[src/rtl/core/dls_pkg.sv]
// ----------------------------------------------------------------------------
// dls_pkg: shared types and constants of the decimal lexicographic sorter
// Widths, key format and the front-to-back queue word.
// ----------------------------------------------------------------------------
package dls_pkg;

    localparam int MAX_ITEMS  = 16;
    localparam int VAL_W      = 31;
    localparam int CNT_W      = $clog2(MAX_ITEMS + 1);
    localparam int IDX_W      = $clog2(MAX_ITEMS);
    localparam int MAX_DIGITS = 10;
    localparam int DIG_W      = 4;
    localparam int LEN_W      = 4;
    // key: digits left-aligned (padded with 0), no length field; padding with a
    // digit below 0 is emulated by comparing digits as d+1 with pad 0
    localparam int KEY_W      = MAX_DIGITS * DIG_W;

    typedef logic [VAL_W-1:0] t_val;
    typedef logic [KEY_W-1:0] t_key;

    // one classified word handed from the front to the back
    typedef struct packed {
        t_val value;
        t_key key;
        logic last;
    } t_qword;

    localparam int QW_W = $bits(t_qword);

    typedef enum logic [1:0] {
        ST_LOAD,
        ST_EMIT
    } t_bstate;

    // digit order key: each digit stored as digit+1, unused slots 0, so a
    // prefix (padded with 0) sorts below any longer string
    function automatic logic key_gt(input t_key a, input t_key b);
        return a > b;
    endfunction

endpackage

[src/rtl/core/dls_if.sv]


interface dls_out_if;
    logic                      valid;
    logic                      ready;
    logic [dls_pkg::VAL_W-1:0] sorted_value;
    logic                      final_res;
    logic                      dropped;
    modport source (output valid, output sorted_value, output final_res,
                    output dropped, input ready);
    modport sink   (input valid, input sorted_value, input final_res,
                    input dropped, output ready);
endinterface

[src/rtl/core/dls_back.sv]
// ----------------------------------------------------------------------------
// dls_back: sorted insertion store and emitter
// A register row kept in descending key order; each word is inserted by
// parallel compare and shift. On last, entries stream out.
// ----------------------------------------------------------------------------
module dls_back (
    input  logic                     i_clk,
    input  logic                     i_rst_n,
    input  logic                     i_q_valid,
    output logic                     o_q_ready,
    input  logic [dls_pkg::QW_W-1:0] i_q_word,
    dls_out_if.source                out_ch
);
    dls_pkg::t_bstate          r_state, n_state;
    dls_pkg::t_val             r_val [dls_pkg::MAX_ITEMS];
    dls_pkg::t_key             r_key [dls_pkg::MAX_ITEMS];
    logic [dls_pkg::CNT_W-1:0] r_cnt, n_cnt;
    logic [dls_pkg::CNT_W-1:0] r_oidx, n_oidx;
    logic                      r_ovf, n_ovf;
    logic                      r_ovalid, n_ovalid;
    dls_pkg::t_val             r_oval;
    logic                      r_ofin, r_odrop;
    dls_pkg::t_qword           qw;
    logic [dls_pkg::MAX_ITEMS-1:0] gt;
    logic                      take, ins, load_out;

    assign qw = dls_pkg::t_qword'(i_q_word);
    assign o_q_ready = (r_state == dls_pkg::ST_LOAD);
    assign take = i_q_valid && o_q_ready;
    assign ins  = take && (r_cnt < dls_pkg::CNT_W'(dls_pkg::MAX_ITEMS));

    // new word goes ahead of entry k when it orders above it
    always_comb begin
        for (int k = 0; k < dls_pkg::MAX_ITEMS; k++)
            gt[k] = (dls_pkg::CNT_W'(k) < r_cnt) ? dls_pkg::key_gt(qw.key, r_key[k]) : 1'b1;
    end

    assign load_out = !r_ovalid || out_ch.ready;

    // control
    always_comb begin
        n_state  = r_state;
        n_cnt    = r_cnt;
        n_ovf    = r_ovf;
        n_oidx   = r_oidx;
        n_ovalid = r_ovalid;
        if (r_ovalid && out_ch.ready) n_ovalid = 1'b0;
        case (r_state)
            dls_pkg::ST_LOAD: begin
                if (take) begin
                    if (ins) n_cnt = r_cnt + 1'b1;
                    else     n_ovf = 1'b1;
                    if (qw.last) begin
                        n_state = dls_pkg::ST_EMIT;
                        n_oidx  = '0;
                    end
                end
            end
            dls_pkg::ST_EMIT: begin
                if (load_out) begin
                    n_ovalid = 1'b1;
                    n_oidx   = r_oidx + 1'b1;
                    if (r_oidx + 1'b1 == r_cnt) begin
                        n_state = dls_pkg::ST_LOAD;
                        n_cnt   = '0;
                        n_ovf   = 1'b0;
                    end
                end
            end
            default: n_state = dls_pkg::ST_LOAD;
        endcase
    end

    always_ff @(posedge i_clk) begin
        if (!i_rst_n) begin
            r_state  <= dls_pkg::ST_LOAD;
            r_cnt    <= '0;
            r_ovf    <= 1'b0;
            r_oidx   <= '0;
            r_ovalid <= 1'b0;
        end else begin
            r_state  <= n_state;
            r_cnt    <= n_cnt;
            r_ovf    <= n_ovf;
            r_oidx   <= n_oidx;
            r_ovalid <= n_ovalid;
        end
    end

    // insertion shift of the row
    always_ff @(posedge i_clk) begin
        if (ins) begin
            for (int k = 0; k < dls_pkg::MAX_ITEMS; k++) begin
                if (gt[k]) begin
                    if (k == 0 || !gt[k-1]) begin
                        r_val[k] <= qw.value;
                        r_key[k] <= qw.key;
                    end else begin
                        r_val[k] <= r_val[k-1];
                        r_key[k] <= r_key[k-1];
                    end
                end
            end
        end
    end

    // output register
    always_ff @(posedge i_clk) begin
        if (r_state == dls_pkg::ST_EMIT && load_out) begin
            r_oval  <= r_val[r_oidx[dls_pkg::IDX_W-1:0]];
            r_ofin  <= (r_oidx + 1'b1 == r_cnt);
            r_odrop <= r_ovf;
        end
    end

    assign out_ch.valid        = r_ovalid;
    assign out_ch.sorted_value = r_oval;
    assign out_ch.final_res    = r_ofin;
    assign out_ch.dropped      = r_odrop;

    assert property (@(posedge i_clk) disable iff (!i_rst_n)
        r_cnt <= dls_pkg::CNT_W'(dls_pkg::MAX_ITEMS))
        else $error("count beyond store");
    assert property (@(posedge i_clk) disable iff (!i_rst_n)
        r_state == dls_pkg::ST_EMIT |-> r_oidx < r_cnt)
        else $error("emit index past count");
    assert property (@(posedge i_clk) disable iff (!i_rst_n)
        take && qw.last |=> r_state == dls_pkg::ST_EMIT)
        else $error("last did not start emit");
endmodule

[src/flat_wrapper.sv]
// flat-port wrapper written by rule: the top's interface ports become plain ports
module dls_back_flat 
  (i_clk, i_rst_n, i_q_valid, o_q_ready, i_q_word, out_ch_valid, out_ch_sorted_value, out_ch_final_res, out_ch_dropped, out_ch_ready);
  dls_out_if out_ch_i ();
  input  logic i_clk;
  input  logic i_rst_n;
  input  logic i_q_valid;
  output logic o_q_ready;
  input  logic [dls_pkg::QW_W-1:0] i_q_word;
  output wire logic [$bits(out_ch_i.valid)-1:0] out_ch_valid;
  output wire logic [$bits(out_ch_i.sorted_value)-1:0] out_ch_sorted_value;
  output wire logic [$bits(out_ch_i.final_res)-1:0] out_ch_final_res;
  output wire logic [$bits(out_ch_i.dropped)-1:0] out_ch_dropped;
  input wire logic [$bits(out_ch_i.ready)-1:0] out_ch_ready;
  assign out_ch_valid = out_ch_i.valid;
  assign out_ch_sorted_value = out_ch_i.sorted_value;
  assign out_ch_final_res = out_ch_i.final_res;
  assign out_ch_dropped = out_ch_i.dropped;
  assign out_ch_i.ready = out_ch_ready;
  dls_back u_core (.i_clk(i_clk), .i_rst_n(i_rst_n), .i_q_valid(i_q_valid), .o_q_ready(o_q_ready), .i_q_word(i_q_word), .out_ch(out_ch_i));
endmodule
[config.mk]
export PLATFORM = sky130hd
export DESIGN_NAME = dls_back_flat
export DESIGN_NICKNAME = d
export VERILOG_FILES = /design/src/rtl/core/dls_pkg.sv /design/src/rtl/core/dls_if.sv /design/src/rtl/core/dls_back.sv /design/src/flat_wrapper.sv
export SDC_FILE = /design/constraint.sdc
export NUM_CORES = 2
export LEC_CHECK = 0
export ABC_AREA = 1
export BUFFER_PORTS_ARGS = -buffer_cell sky130_fd_sc_hd__buf_2
export CORE_MARGIN = 4
export CORE_UTILIZATION = 30
export DETAILED_ROUTE_END_ITERATION = 10
export GPL_ROUTABILITY_DRIVEN = 0
export MAX_ROUTING_LAYER = met4
export PLACE_DENSITY_LB_ADDON = 0.08
export SETUP_SLACK_MARGIN = 0.4
export SYNTH_ARGS = -nofsm -noshare
export SYNTH_HDL_FRONTEND = slang
export SYNTH_SLANG_ARGS = --single-unit
[constraint.sdc]
create_clock -name i_clk -period 5.7 [get_ports i_clk]
set_input_delay 0.57 -clock i_clk [delete_from_list [all_inputs] [get_ports i_clk]]
set_output_delay 0.57 -clock i_clk [all_outputs]
set_load 0.02 [all_outputs]
==> impl_metrics.env <==
export IMPL_status="complete, no violations"
export IMPL_cp_required_ns=6.25
export IMPL_syn_cell_area_mm2=0.0725
export IMPL_start_kind="flop"
export IMPL_max_slew_worst_pin_slew_ns=1.20
export IMPL_cts_tree="built"
export IMPL_viasPerCell=5.10
export IMPL_ios=111
export IMPL_root_buffer="clkbuf_16"
export IMPL_fin_hold_ws_ns=0.108
export IMPL_die_h_um=499
export IMPL_fin_skew_ns=0.0758
export IMPL_antenna_found_initial=18
export IMPL_grt_pass1_vias=58100
export IMPL_vias=59500
export IMPL_synthArstFlopShare=0
export IMPL_power_share_sequential=0.431
export IMPL_multi_input_area_mm2=0.0324
export IMPL_yosysTopAreaCell="edfxtp_1"
export IMPL_p_int_mw=17.4
export IMPL_cts_buffer_depth=3
export IMPL_cts_resized=0
export IMPL_yosysSeqAreaShare=0.472
export IMPL_final_common_cell="nand2_1"
export IMPL_end_kind="flop"
export IMPL_highest_layer="met4"
export IMPL_p_clk_frac=0.365
export IMPL_ys_types=44
export IMPL_ir_worst_vdd_mv=0.261
export IMPL_clk_pin_slew_ns=0.05
export IMPL_drive_gt1_frac=0.0670
export IMPL_setup_viol=0
export IMPL_fin_cells=11700
export IMPL_seqCellArea_mm2=0.0342
export IMPL_hold_buffers=0
export IMPL_drv_slew=0
export IMPL_grt_start_max_net_pins=193
export IMPL_overflow=0
export IMPL_min_period_ns=3.57
export IMPL_remaining_drc_errors=0
export IMPL_postRouteAntennaNets=0
export IMPL_switching_share=0.319
export IMPL_synth_fp_nets=9185
export IMPL_drt_iter0_markers=4687
export IMPL_ys_flop_type="edfxtp_1"
export IMPL_leakagePower_nw=36.9
export IMPL_synth_edf_count=1129
export IMPL_wl_met3_um=12400
export IMPL_critPathMaxFanout=34
export IMPL_finalPower_mw=25.5
export IMPL_layout_common_cells="nand2_1 (2860), edfxtp_1 (1129), nand4_1 (1026), inv_1 (845), ha_1 (602)"
export IMPL_powerDensity_mw_per_mm2=315
export IMPL_die_area_mm2=0.249
export IMPL_portBuffers=110
export IMPL_post_cts_setup_buffers=0
export IMPL_ys_ff_latch=1142
export IMPL_rows=180
export IMPL_synth_area_leaders="edfxtp_1 (47%), nand2_1 (15%), ha_1 (10%)"
export IMPL_die_w_um=499
export IMPL_rsz0062_at_grt="false"
export IMPL_nets=9018
export IMPL_start_util=0.301
export IMPL_hold_class="in2reg"
export IMPL_max_freq_ghz=0.280
export IMPL_maxCapViolCount=0
export IMPL_drtPass1Iterations=5
export IMPL_period_share=0.626
export IMPL_power_switching_mw=8.14
export IMPL_synth_top_area_frac=0.468
export IMPL_dpl_hpwl_um=159000
export IMPL_n_fill_cell=24900
export IMPL_grt_pass1_wl_um=377000
export IMPL_crit_arrival_ns=4.11
export IMPL_wl_um=248000
export IMPL_finalSetupTns_ns=0
export IMPL_grtUsageTotal=0.200
export IMPL_syn_to_final_growth_pct=11.7
export IMPL_cts_inserted_buffers=151
export IMPL_synthCells=8507
export IMPL_max_slew_margin=0.198
export IMPL_report_final_hold_viol_count=0
export IMPL_htree_num_levels=4
export IMPL_ys_warnings_count=0
export IMPL_clock_sinks=1142
export IMPL_p_comb_frac=0.203
export IMPL_route_layer_met1_wl_um=118000
export IMPL_placed_cells=11400
export IMPL_wl_per_cell_um=21.3
export IMPL_wl_met2_um=114000
export IMPL_clkLatencyLatePin_ns=0.81
export IMPL_syn_area_per_cell_um2=8.52
export IMPL_setup_worst_path_class="reg2reg"
export IMPL_core_mm2=0.241
registers in the layout, summed over array words and instances (netlist names):
| name | flops |
|---|---|
| u_core.out_ch.dropped | 1 |
| u_core.out_ch.final_res | 1 |
| u_core.out_ch.sorted_value | 31 |
| u_core.out_ch.valid | 1 |
| u_core.r_cnt | 5 |
| u_core.r_key | 600 |
| u_core.r_oidx | 5 |
| u_core.r_ovf | 1 |
| u_core.r_state | 1 |
| u_core.r_val | 496 |
critical path, cell delays in order (launching register included):
cell and delay, ns:
edfxtp_1 0.35, inv_1 0.05, ha_1 0.30, nand4_1 0.17, nor2_1 0.23, nand3_1 0.22
nor2_1 0.24, nand2_1 0.07, nand3_1 0.08, nand2_1 0.21, nand2_8 0.26, nand3_4 0.55
buf_12 0.41, nand2_1 0.08, nand2_1 0.05
worst paths after layout:
check                                              to  cells after the start  slack [ns]                 start
worst min-delay path                u_core.r_state[0]                      3        0.11           i_q_word[0]
worst max-delay path             u_core.r_val[12][18]                     14        2.13  u_core.r_key[11][23]
worst min register to register  u_core.out_ch.dropped                      0        0.49          u_core.r_ovf
worst max register to register   u_core.r_val[12][18]                     14        2.13  u_core.r_key[11][23]
per-layer routing:
metal,GRT usage,vias to the layer above
li1,-,28900
met1,0.277,28800
met2,0.318,1485
met3,0.0246,233
met4,0.0374,0
met5,-,-
power by group through the flow:
| stage | sequential, mW | combinational [mW] | clock (mW) |
|---|---|---|---|
| 4_1_cts | 11.0 | 5.28 | 9.65 |
| 5_1_grt | 11.1 | 5.93 | 9.97 |
| 3_5_place_dp | 11.2 | 5.26 | 0 |
| 6_report | 11.0 | 5.19 | 9.32 |
| 2_1_floorplan | 11.0 | 3.46 | 0 |
| 3_3_place_gp | 11.2 | 5.16 | 0 |
cell usage after synthesis (4+ instances only):
cell / number
o21ai_0: 293
nand2_4: 9
clkbuf_1: 208
nand2_2: 7
o21ai_1: 22
nor2_1: 455
nor2_2: 6
dfxtp_1: 13
inv_1: 849
o21a_1: 9
buf_1: 83
buf_2: 217
nand3_1: 102
nor3_1: 5
o221ai_1: 68
o211ai_1: 56
o21ai_2: 10
buf_4: 51
o22ai_1: 25
ha_1: 602
inv_2: 5
o21bai_1: 4
a21boi_0: 7
nand2_1: 2860
buf_6: 48
edfxtp_1: 1129
nand4_1: 1026
a21oi_1: 279
xor2_1: 7
a21o_1: 21
nand3_2: 14
area by class of cell:
type                    instances  area share
clock inverters                90     0.00985
repair buffers                288      0.0297
multi-input cells            5902       0.400
well taps                    3185      0.0492
clock buffers                 185      0.0488
flip-flops and latches       1142       0.422
inverters                     855      0.0398
diodes                          7    0.000216
through the flow:
stage	instance area, um2	setup slack, ns	utilization
2_1_floorplan	72500	1.08	-
3_3_place_gp	76200	1.37	0.317
3_5_place_dp	76200	1.33	0.317
4_1_cts	80900	2.00	0.336
5_1_grt	80900	1.84	0.336
6_report	80900	2.13	0.336
cells by family after synthesis:
kind of cell	after synthesis	share of synthesized area
AND/OR/NAND/NOR	4495	0.273
buffers and inverters	1463	0.0872
AO/OA/AOI/OAI	797	0.0630
flip-flops	1142	0.472
adder cells (fa/ha/maj)	602	0.104
XOR/XNOR	8	0.000967
No activity file was read; power rests on OpenSTA's default activity.
