File: src/rtl/core/dls_pkg.sv
// ----------------------------------------------------------------------------
// dls_pkg: shared types and constants of the decimal lexicographic sorter
// Widths, key format and the front-to-back queue word.
// ----------------------------------------------------------------------------
package dls_pkg;

    localparam int MAX_ITEMS  = 16;
    localparam int VAL_W      = 31;
    localparam int CNT_W      = $clog2(MAX_ITEMS + 1);
    localparam int IDX_W      = $clog2(MAX_ITEMS);
    localparam int MAX_DIGITS = 10;
    localparam int DIG_W      = 4;
    localparam int LEN_W      = 4;
    // key: digits left-aligned (padded with 0), no length field; padding with a
    // digit below 0 is emulated by comparing digits as d+1 with pad 0
    localparam int KEY_W      = MAX_DIGITS * DIG_W;

    typedef logic [VAL_W-1:0] t_val;
    typedef logic [KEY_W-1:0] t_key;

    // one classified word handed from the front to the back
    typedef struct packed {
        t_val value;
        t_key key;
        logic last;
    } t_qword;

    localparam int QW_W = $bits(t_qword);

    typedef enum logic [1:0] {
        ST_LOAD,
        ST_EMIT
    } t_bstate;

    // digit order key: each digit stored as digit+1, unused slots 0, so a
    // prefix (padded with 0) sorts below any longer string
    function automatic logic key_gt(input t_key a, input t_key b);
        return a > b;
    endfunction

endpackage

File: src/rtl/core/dls_queue.sv
// ----------------------------------------------------------------------------
// dls_queue: two-entry FIFO between front and back
// ----------------------------------------------------------------------------
module dls_queue (
    input  logic                     i_clk,
    input  logic                     i_rst_n,
    input  logic                     i_wr_valid,
    output logic                     o_wr_ready,
    input  logic [dls_pkg::QW_W-1:0] i_wr_word,
    output logic                     o_rd_valid,
    input  logic                     i_rd_ready,
    output logic [dls_pkg::QW_W-1:0] o_rd_word
);
    logic [dls_pkg::QW_W-1:0] r_mem [2];
    logic                     r_wp, r_rp;
    logic [1:0]               r_cnt;
    logic                     wr, rd;

    assign o_wr_ready = (r_cnt != 2'd2);
    assign o_rd_valid = (r_cnt != 2'd0);
    assign o_rd_word  = r_mem[r_rp];
    assign wr = i_wr_valid && o_wr_ready;
    assign rd = o_rd_valid && i_rd_ready;

    always_ff @(posedge i_clk) begin
        if (!i_rst_n) begin
            r_wp  <= 1'b0;
            r_rp  <= 1'b0;
            r_cnt <= 2'd0;
        end else begin
            if (wr) r_wp <= !r_wp;
            if (rd) r_rp <= !r_rp;
            r_cnt <= r_cnt + 2'(wr) - 2'(rd);
        end
        if (wr) r_mem[r_wp] <= i_wr_word;
    end

    assert property (@(posedge i_clk) disable iff (!i_rst_n) r_cnt != 2'd3)
        else $error("queue count out of range");
endmodule

File: config.mk
export PLATFORM = sky130hd
export DESIGN_NAME = dls_queue
export DESIGN_NICKNAME = d
export VERILOG_FILES = /design/src/rtl/core/dls_pkg.sv /design/src/rtl/core/dls_queue.sv
export SDC_FILE = /design/constraint.sdc
export NUM_CORES = 1
export LEC_CHECK = 0
export ABC_AREA = 0
export BUFFER_PORTS_ARGS = -buffer_cell sky130_fd_sc_hd__buf_2
export CORE_ASPECT_RATIO = 1.2
export CORE_MARGIN = 5
export CORE_UTILIZATION = 41
export CTS_CLUSTER_DIAMETER = 80
export DETAILED_ROUTE_END_ITERATION = 10
export REMOVE_ABC_BUFFERS = 1
export SLEW_MARGIN = 30
export SYNTH_ARGS = -nofsm -noshare
export SYNTH_HDL_FRONTEND = slang
export SYNTH_SLANG_ARGS = --single-unit
File: constraint.sdc
create_clock -name i_clk -period 4.15 [get_ports i_clk]
set_input_delay 1.245 -clock i_clk [delete_from_list [all_inputs] [get_ports i_clk]]
set_output_delay 1.245 -clock i_clk [all_outputs]
set_load 0.01 [all_outputs]
==> results of run 1 <==
state kept, by name, summed over array words and instances, names as in the netlist, named ones only:
signal / flops
r_mem: 144
r_cnt: 2
r_rp: 1
r_wp: 1
worst reg2reg max path: cells and delay by family (launching register included):
family,cells,cell delay (ns)
and+or+nand+nor,2,0.35
DFF,1,0.43
buffers and inverters,2,0.69
metal layers:
layer  global-route usage  part of all wire  up-vias  wire [microns]
met5                    0                 0        -               0
met4               0.0503            0.0055        0              57
met3               0.0553             0.077        4             792
met2                0.229              0.53      100            5460
met1                0.156              0.39     1402            3970
li1                     -                 -     1336               -
how the worst max path moves through the flow:
| stage | end | cells after the start |
|---|---|---|
| after floorplan | o_rd_word[0] | 1 |
| after global placement | r_mem[1][13] | 2 |
| after detailed placement | o_rd_word[22] | 3 |
| after CTS | o_rd_word[4] | 3 |
| after global routing | o_rd_word[4] | 3 |
| final | o_rd_word[58] | 3 |
cell usage in the layout (no fill, tap or decap), types with 2 or more instances in the layout:
master     count
dfxtp_1        4
clkbuf_1       4
nor2_1         4
mux2_1        61
buf_2        149
clkbuf_16     17
clkinv_2       3
bufinv_16      3
clkinv_1       2
mux2_2        11
edfxtp_1     144
clkinv_4       2
buf_4          2
layout make-up:
| type | instances | share of cell area |
|---|---|---|
| Timing Repair Buffer | 153 | 0.115 |
| Sequential cell | 149 | 0.632 |
| Tap cell | 168 | 0.0300 |
| Clock inverter | 10 | 0.0189 |
| Clock buffer | 21 | 0.0629 |
| Inverter | 2 | 0.00125 |
| Multi-Input combinational cell | 95 | 0.140 |
through the flow:
stage / instance area [sq um] / util
after floorplan: 5410 / -
after global placement: 6410 / 0.486
after detailed placement: 6430 / 0.488
after CTS: 7010 / 0.532
after global routing: 7010 / 0.532
final: 7010 / 0.532
kinds of logic (layout without fill, tap and decap cells):
family	Yosys count	count (layout)
XOR/XNOR	1	1
adder cells (fa/ha/maj)	1	1
AO/OA/AOI/OAI	6	6
AND/OR/NAND/NOR	15	15
flip-flops	149	149
buffers and inverters	10	186
multiplexers	72	72
power groups by stage:
stage	clock (mW)	combinational (mW)	sequential, mW
4_1_cts	1.53	0.725	1.90
3_5_place_dp	0	0.719	1.93
6_report	1.49	0.701	1.90
3_3_place_gp	0	0.708	1.92
5_1_grt	1.60	0.774	1.91
2_1_floorplan	0	0.379	1.94
==> summary.txt, run 1 <==
Detailed routing
  – WL/cell: 17.2 microns
  – DRC: 0
  – Number of nets with antenna violations after routing: 0
  – Initial DRC Count: 96
  – Vias: 2842
  – Via/cell ratio: 4.75
  – Total wire length: 10300 microns
  – DRT Pass-1 Iters: 4

Worst hold path
  – Hold Crit Start: r_rp
  – Hold Path Sink: r_rp
  – Worst hold stages: 2
  – Worst hold-check path type: register to register

Logic synthesis
  – Post-synth EDFFs: 144
  – Post-synthesis mux area share: 0.148
  – Main area contributors after synthesis: edfxtp_1 (79%), mux2_1 (13%), mux2_2 (2.3%)
  – Count leader, synth: edfxtp_1
  – Synth warnings: 0
  – Asr flop ratio synth: 0
  – Seq/Total Area, Yosys: 0.806
  – Simple logic cell fraction of the synthesized area: 0.0178
  – Yosys reg bits: 149
  – Post-synth top area cell: edfxtp_1
  – XOR/XNOR Fraction of Synth Area: 0.00160
  – Post-Synth Adder-Cell Area: 0.00228
  – Cell count after synthesis: 254
  – Synth top cells by count: edfxtp_1 (144), mux2_1 (61), mux2_2 (11), buf_6 (7), dfxtp_1 (5)
  – Syn_area_per_cell: 21.6 sq um
  – Synth Area in Compound Gates: 0.00798
  – Largest family of logic cells by synthesized area: multiplexers
  – Post-synth top area share: 0.788
  – Mapped cell area: 5490 sq um
  – Top_reg_cell synth: edfxtp_1
  – Unique masters post-synth: 26

Critical path
  – Max incr delay on CP: 0.62 ns
  – WS Path Type: register to output pin
  – CP cell instances: buf_12 > mux2_1 > buf_2
  – CP startpoint kind: register
  – Largest delay share family, worst path: flip-flops
  – Worst setup EP type: output pin
  – Critical Path AT: 1.91 ns
  – RR Endpoint: r_mem[0][54]
  – Worst path bufs/invs: 2
  – Crit Reg-Reg Startpoint: r_cnt[0]
  – Required @ worst endpoint: 2.90 ns
  – Worst Reg-to-Reg Cells: 4
  – R2r setup slk: 2.29 ns
  – Slowest CP cell: dfxtp_4
  – Critical path peak fanout: 44

Placed design
  – Pre-CTS setup slack: 1.39 ns
  – Port Buffers: 149
  – Placed Cells: 567
  – GPL Wtd Cong: 0.685
  – HPWL Detailed: 6790 microns

Timing
  – Final setup margin: 0.991 ns
  – Setup TNS: 0 ns
  – Final Slew Violations: 0
  – Part of the cycle the worst path needs: 0.761
  – RSZ-0062 raised after global routing: no
  – Max Fclk: 317 MHz
  – Worst slew margin: 0.675
  – Worst-Margin Slew: 0.488 ns
  – Fin. Hold Viols: 0
  – Fin Hold WS: 0.508 ns
  – Clk_skew: 0.00849 ns
  – Fin crit period: 3.16 ns
  – # setup viols final: 0

Floorplan
  – Initial Utilization: 0.416
  – Die Span X: 116 microns
  – Core Area: 13200 sq um
  – IO Pins: 150
  – Vert. Die Dim: 137 microns
  – DIE AREA: 15800 sq um
  – FP Rows: 46

Power and ir drop
  – Switching Share: 0.244
  – Tot Pwr: 4.09 mW
  – Clk pwr share: 0.364
  – Sw power: 0.998 mW
  – Combinational power share: 0.172
  – Pwr per Cell Area: 583 nW/um^2
  – Internal: 3.09 mW
  – Reg power frac: 0.465
  – Max IR drop VDD: 0.251 mV
  – Leakage: 2.63 nW

Final layout
  – Non-filler cells in the finished layout: 598
  – Area occupied by multi-input gates: 978 sq um
  – FF/Latch Area: 4430 sq um
  – Layout cells sized above 1: 0.456
  – Final net count: 495
  – Area added between synthesis and finish: 27.6%
  – Inserted Diodes: 0
  – Fill cells: 1092

Global routing
  – Congestion Overflow GR: 0
  – Tot GR Track Use: 0.136
  – Largest net degree at the start of global routing: 45
  – Vias in the first global route: 3192
  – Initial antenna violation count: 0
  – First-pass GRT wire length: 16000 microns

Clock network
  – Number of clock sinks: 149
  – Hold Buf Count CTS: 0
  – Post-CTS Resized: 0
  – CTS tree: done
  – Clock buffer count from CTS: 17
  – Setup bufs post-CTS: 0
  – CTS root buf: clkbuf_16
  – H-Tree Depth: 4
  – Clock Path Buffers: 2
  – Clock latency on the worst-skew pair: 0.40 ns
  – Clk pin slew, worst setup/hold paths: 0.06 ns

Flow run
  – Max-Cap Viols: 0

Outcome
  – Outcome: finished, final reports clean
Power figures use the tool's default switching activity.
==> run 2: changes to the inputs <==
--- a/config.mk
+++ b/config.mk
@@ -5,13 +5,14 @@
 export SDC_FILE = /design/constraint.sdc
 export NUM_CORES = 1
 export LEC_CHECK = 0
-export ABC_AREA = 0
+export ABC_AREA = 1
 export BUFFER_PORTS_ARGS = -buffer_cell sky130_fd_sc_hd__buf_2
 export CORE_ASPECT_RATIO = 1.2
 export CORE_MARGIN = 5
 export CORE_UTILIZATION = 41
 export CTS_CLUSTER_DIAMETER = 80
 export DETAILED_ROUTE_END_ITERATION = 10
+export PLACE_DENSITY = 0.67
 export REMOVE_ABC_BUFFERS = 1
 export SLEW_MARGIN = 30
 export SYNTH_ARGS = -nofsm -noshare
==> constraint.sdc (replaced) <==
create_clock -name i_clk -period 2.79 [get_ports i_clk]
set_input_delay 0.837 -clock i_clk [delete_from_list [all_inputs] [get_ports i_clk]]
set_output_delay 0.837 -clock i_clk [all_outputs]
set_load 0.01 [all_outputs]
==> run 2 against run 1 <==
Net effect: combinational power rose by 140%; non-clock buffer count grew 2; power up 69%; routed wire length down 1.8%; clock power up 54%; die area grew 4.9%; register-to-register slack got worse by 1.1 ns; sequential power is 56% higher; critical endpoint is now o_rd_word[55]; largest power group unchanged; first-iteration DRC count rose by 7.3%; utilization decreased by 0.30 points; synthesized area increased by 5.4%.
==> summary.txt, run 2 <==
Detailed routing
  – Total wire length: 10100 microns
  – Via/cell ratio: 4.64
  – Vias: 2832
  – WL/cell: 16.5 microns
  – Number of nets with antenna violations after routing: 0
  – DRT Pass-1 Iters: 4
  – DRC: 0
  – Initial DRC Count: 103

Power and ir drop
  – Max IR drop VDD: 0.475 mV
  – Tot Pwr: 6.93 mW
  – Pwr per Cell Area: 948 nW/um^2
  – Leakage: 2.91 nW

Critical path
  – Critical Path AT: 1.79 ns
  – Worst path bufs/invs: 2
  – CP cell instances: buf_12 > mux2_4 > buf_2
  – CP startpoint kind: register
  – Required @ worst endpoint: 1.95 ns
  – Slowest CP cell: dfxtp_4
  – WS Path Type: register to output pin
  – R2r setup slk: 1.24 ns
  – Largest delay share family, worst path: flip-flops
  – Max incr delay on CP: 0.58 ns
  – Critical path peak fanout: 29
  – Worst setup EP type: output pin

Logic synthesis
  – Top_reg_cell synth: edfxtp_1
  – Simple logic cell fraction of the synthesized area: 0.0143
  – Main area contributors after synthesis: edfxtp_1 (75%), mux2_4 (18%), buf_12 (2.4%)
  – Post-Synth Adder-Cell Area: 0.00216
  – Syn_area_per_cell: 22.2 sq um
  – Post-synth EDFFs: 144
  – Synth warnings: 0
  – Count leader, synth: edfxtp_1
  – Synth Area in Compound Gates: 0.000865
  – Post-synthesis mux area share: 0.186
  – Synth top cells by count: edfxtp_1 (144), mux2_4 (70), nand2_1 (11), nor2_1 (8)
  – Mapped cell area: 5780 sq um
  – Unique masters post-synth: 14
  – Asr flop ratio synth: 0
  – Post-synth top area cell: edfxtp_1
  – XOR/XNOR Fraction of Synth Area: 0.00151
  – Largest family of logic cells by synthesized area: multiplexers
  – Seq/Total Area, Yosys: 0.765
  – Cell count after synthesis: 260
  – Yosys reg bits: 149
  – Post-synth top area share: 0.748

Final layout
  – Most frequent cells in the layout: buf_2 (149), edfxtp_1 (144), mux2_4 (70)
  – Fill cells: 1123
  – FF/Latch Area: 4430 sq um
  – Area occupied by multi-input gates: 1200 sq um
  – Final net count: 503
  – Commonest non-fill, non-tap cell in the layout: buf_2
  – Max reg flops: 144
  – Post-layout instance area: 7310 sq um
  – Most flops, register: r_mem
  – Inserted Diodes: 0
  – Area added between synthesis and finish: 26.3%
  – Biggest regs: r_mem x144, r_cnt x2
  – Layout cells sized above 1: 0.583

Floorplan
  – FP Rows: 47
  – Core Area: 13800 sq um
  – DIE AREA: 16600 sq um
  – IO Pins: 150
  – Die Span X: 118 microns
  – Vert. Die Dim: 140 microns
  – Initial Utilization: 0.419

Timing
  – Fin. Hold Viols: 0
  – Setup TNS: 0 ns
  – Worst-Margin Slew: 0.374 ns
  – Clk_skew: 0.00438 ns
  – Max Fclk: 380 MHz
  – Final Slew Violations: 0
  – Worst slew margin: 0.751
  – RSZ-0062 raised after global routing: no
  – Part of the cycle the worst path needs: 0.942
  – # setup viols final: 0
  – Fin crit period: 2.63 ns

Global routing
  – Vias in the first global route: 3144
  – Largest net degree at the start of global routing: 60
  – First-pass GRT wire length: 15800 microns
  – Initial antenna violation count: 2
  – Tot GR Track Use: 0.123
  – Congestion Overflow GR: 0

Clock network
  – Clock Path Buffers: 2
  – Setup bufs post-CTS: 0
  – CTS root buf: clkbuf_16
  – Hold Buf Count CTS: 0
  – Clock buffer count from CTS: 17
  – Clk pin slew, worst setup/hold paths: 0.05 ns
  – CTS tree: done
  – H-Tree Depth: 4
  – Clock latency on the worst-skew pair: 0.41 ns
  – Number of clock sinks: 149
  – Post-CTS Resized: 0

Flow run
  – Max-Cap Viols: 0

Placed design
  – Port Buffers: 149
  – GPL Wtd Cong: 0.695
  – Placement Cell Area: 6710 sq um
  – HPWL Detailed: 6790 microns

Outcome
  – Outcome: finished, final reports clean

Worst hold path
  – Worst hold-check path type: register to register
==> run 2: cell types whose count changed after synthesis, sizes merged, moves of 2 or more <==
cell,change
and3,-2
inv,+5
nand2,+11
nor2,+5
o21ai,-2
==> run 2: per-layer routing <==
layer | track usage | wire length [microns] | up-vias
met3 | 0.0516 | 782 | 18
met2 | 0.214 | 5220 | 109
li1 | - | - | 1340
met4 | 0.0555 | 166 | 4
met5 | 0 | 21 | -
met1 | 0.130 | 3910 | 1361
==> run 2: logic make-up (layout without fill, tap and decap cells) <==
family | count (synthesis) | after routing
AOI/OAI and AO/OA | 1 | 1
xor gates and xnor gates | 1 | 1
adders and majority gates | 1 | 1
buffers and inverters | 15 | 194
DFF | 149 | 149
muxes | 72 | 72
and+or+nand+nor | 21 | 21
==> run 2: path summary, 6_finish.rpt <==
kind	start	endpoint	cells past startpoint
setup / recovery	register	o_rd_word[55]	3
hold reg to reg	r_rp	register	2
hold / removal	r_rp	register	2
setup reg to reg	r_cnt[0]	r_mem[1][55]	5
==> run 2: area by class of cell <==
type                            count  share of cell area
Tap cell                          171              0.0293
Multi-Input combinational cell     96               0.164
Clock buffer                       22              0.0608
Clock inverter                     10              0.0212
Timing Repair Buffer              155               0.115
Inverter                            7             0.00360
Sequential cell                   149               0.606
==> run 2: where the power goes <==
part | switching (mW) | total (mW) | internal (mW)
sequential | 0.129 | 2.97 | 2.84
clock | 0.801 | 2.29 | 1.49
combinational | 0.803 | 1.67 | 0.862
==> run 2: through the flow <==
stage,setup slack [ns],utilization,hold slack [ns],instances
final,0.162,0.529,0.509,610
after global routing,0.0691,0.529,0.537,610
after floorplan,-1.73,-,0.467,252
after detailed placement,0.550,0.485,0.502,578
after CTS,0.0974,0.529,0.518,610
after global placement,0.551,0.485,0.480,578
==> run 2: worst reg2reg max path: cells and delay by family, from the launching register on <==
kind | cells | cell delay, ns
buf+inv | 2 | 0.34
flops | 1 | 0.35
simple gates | 3 | 0.45
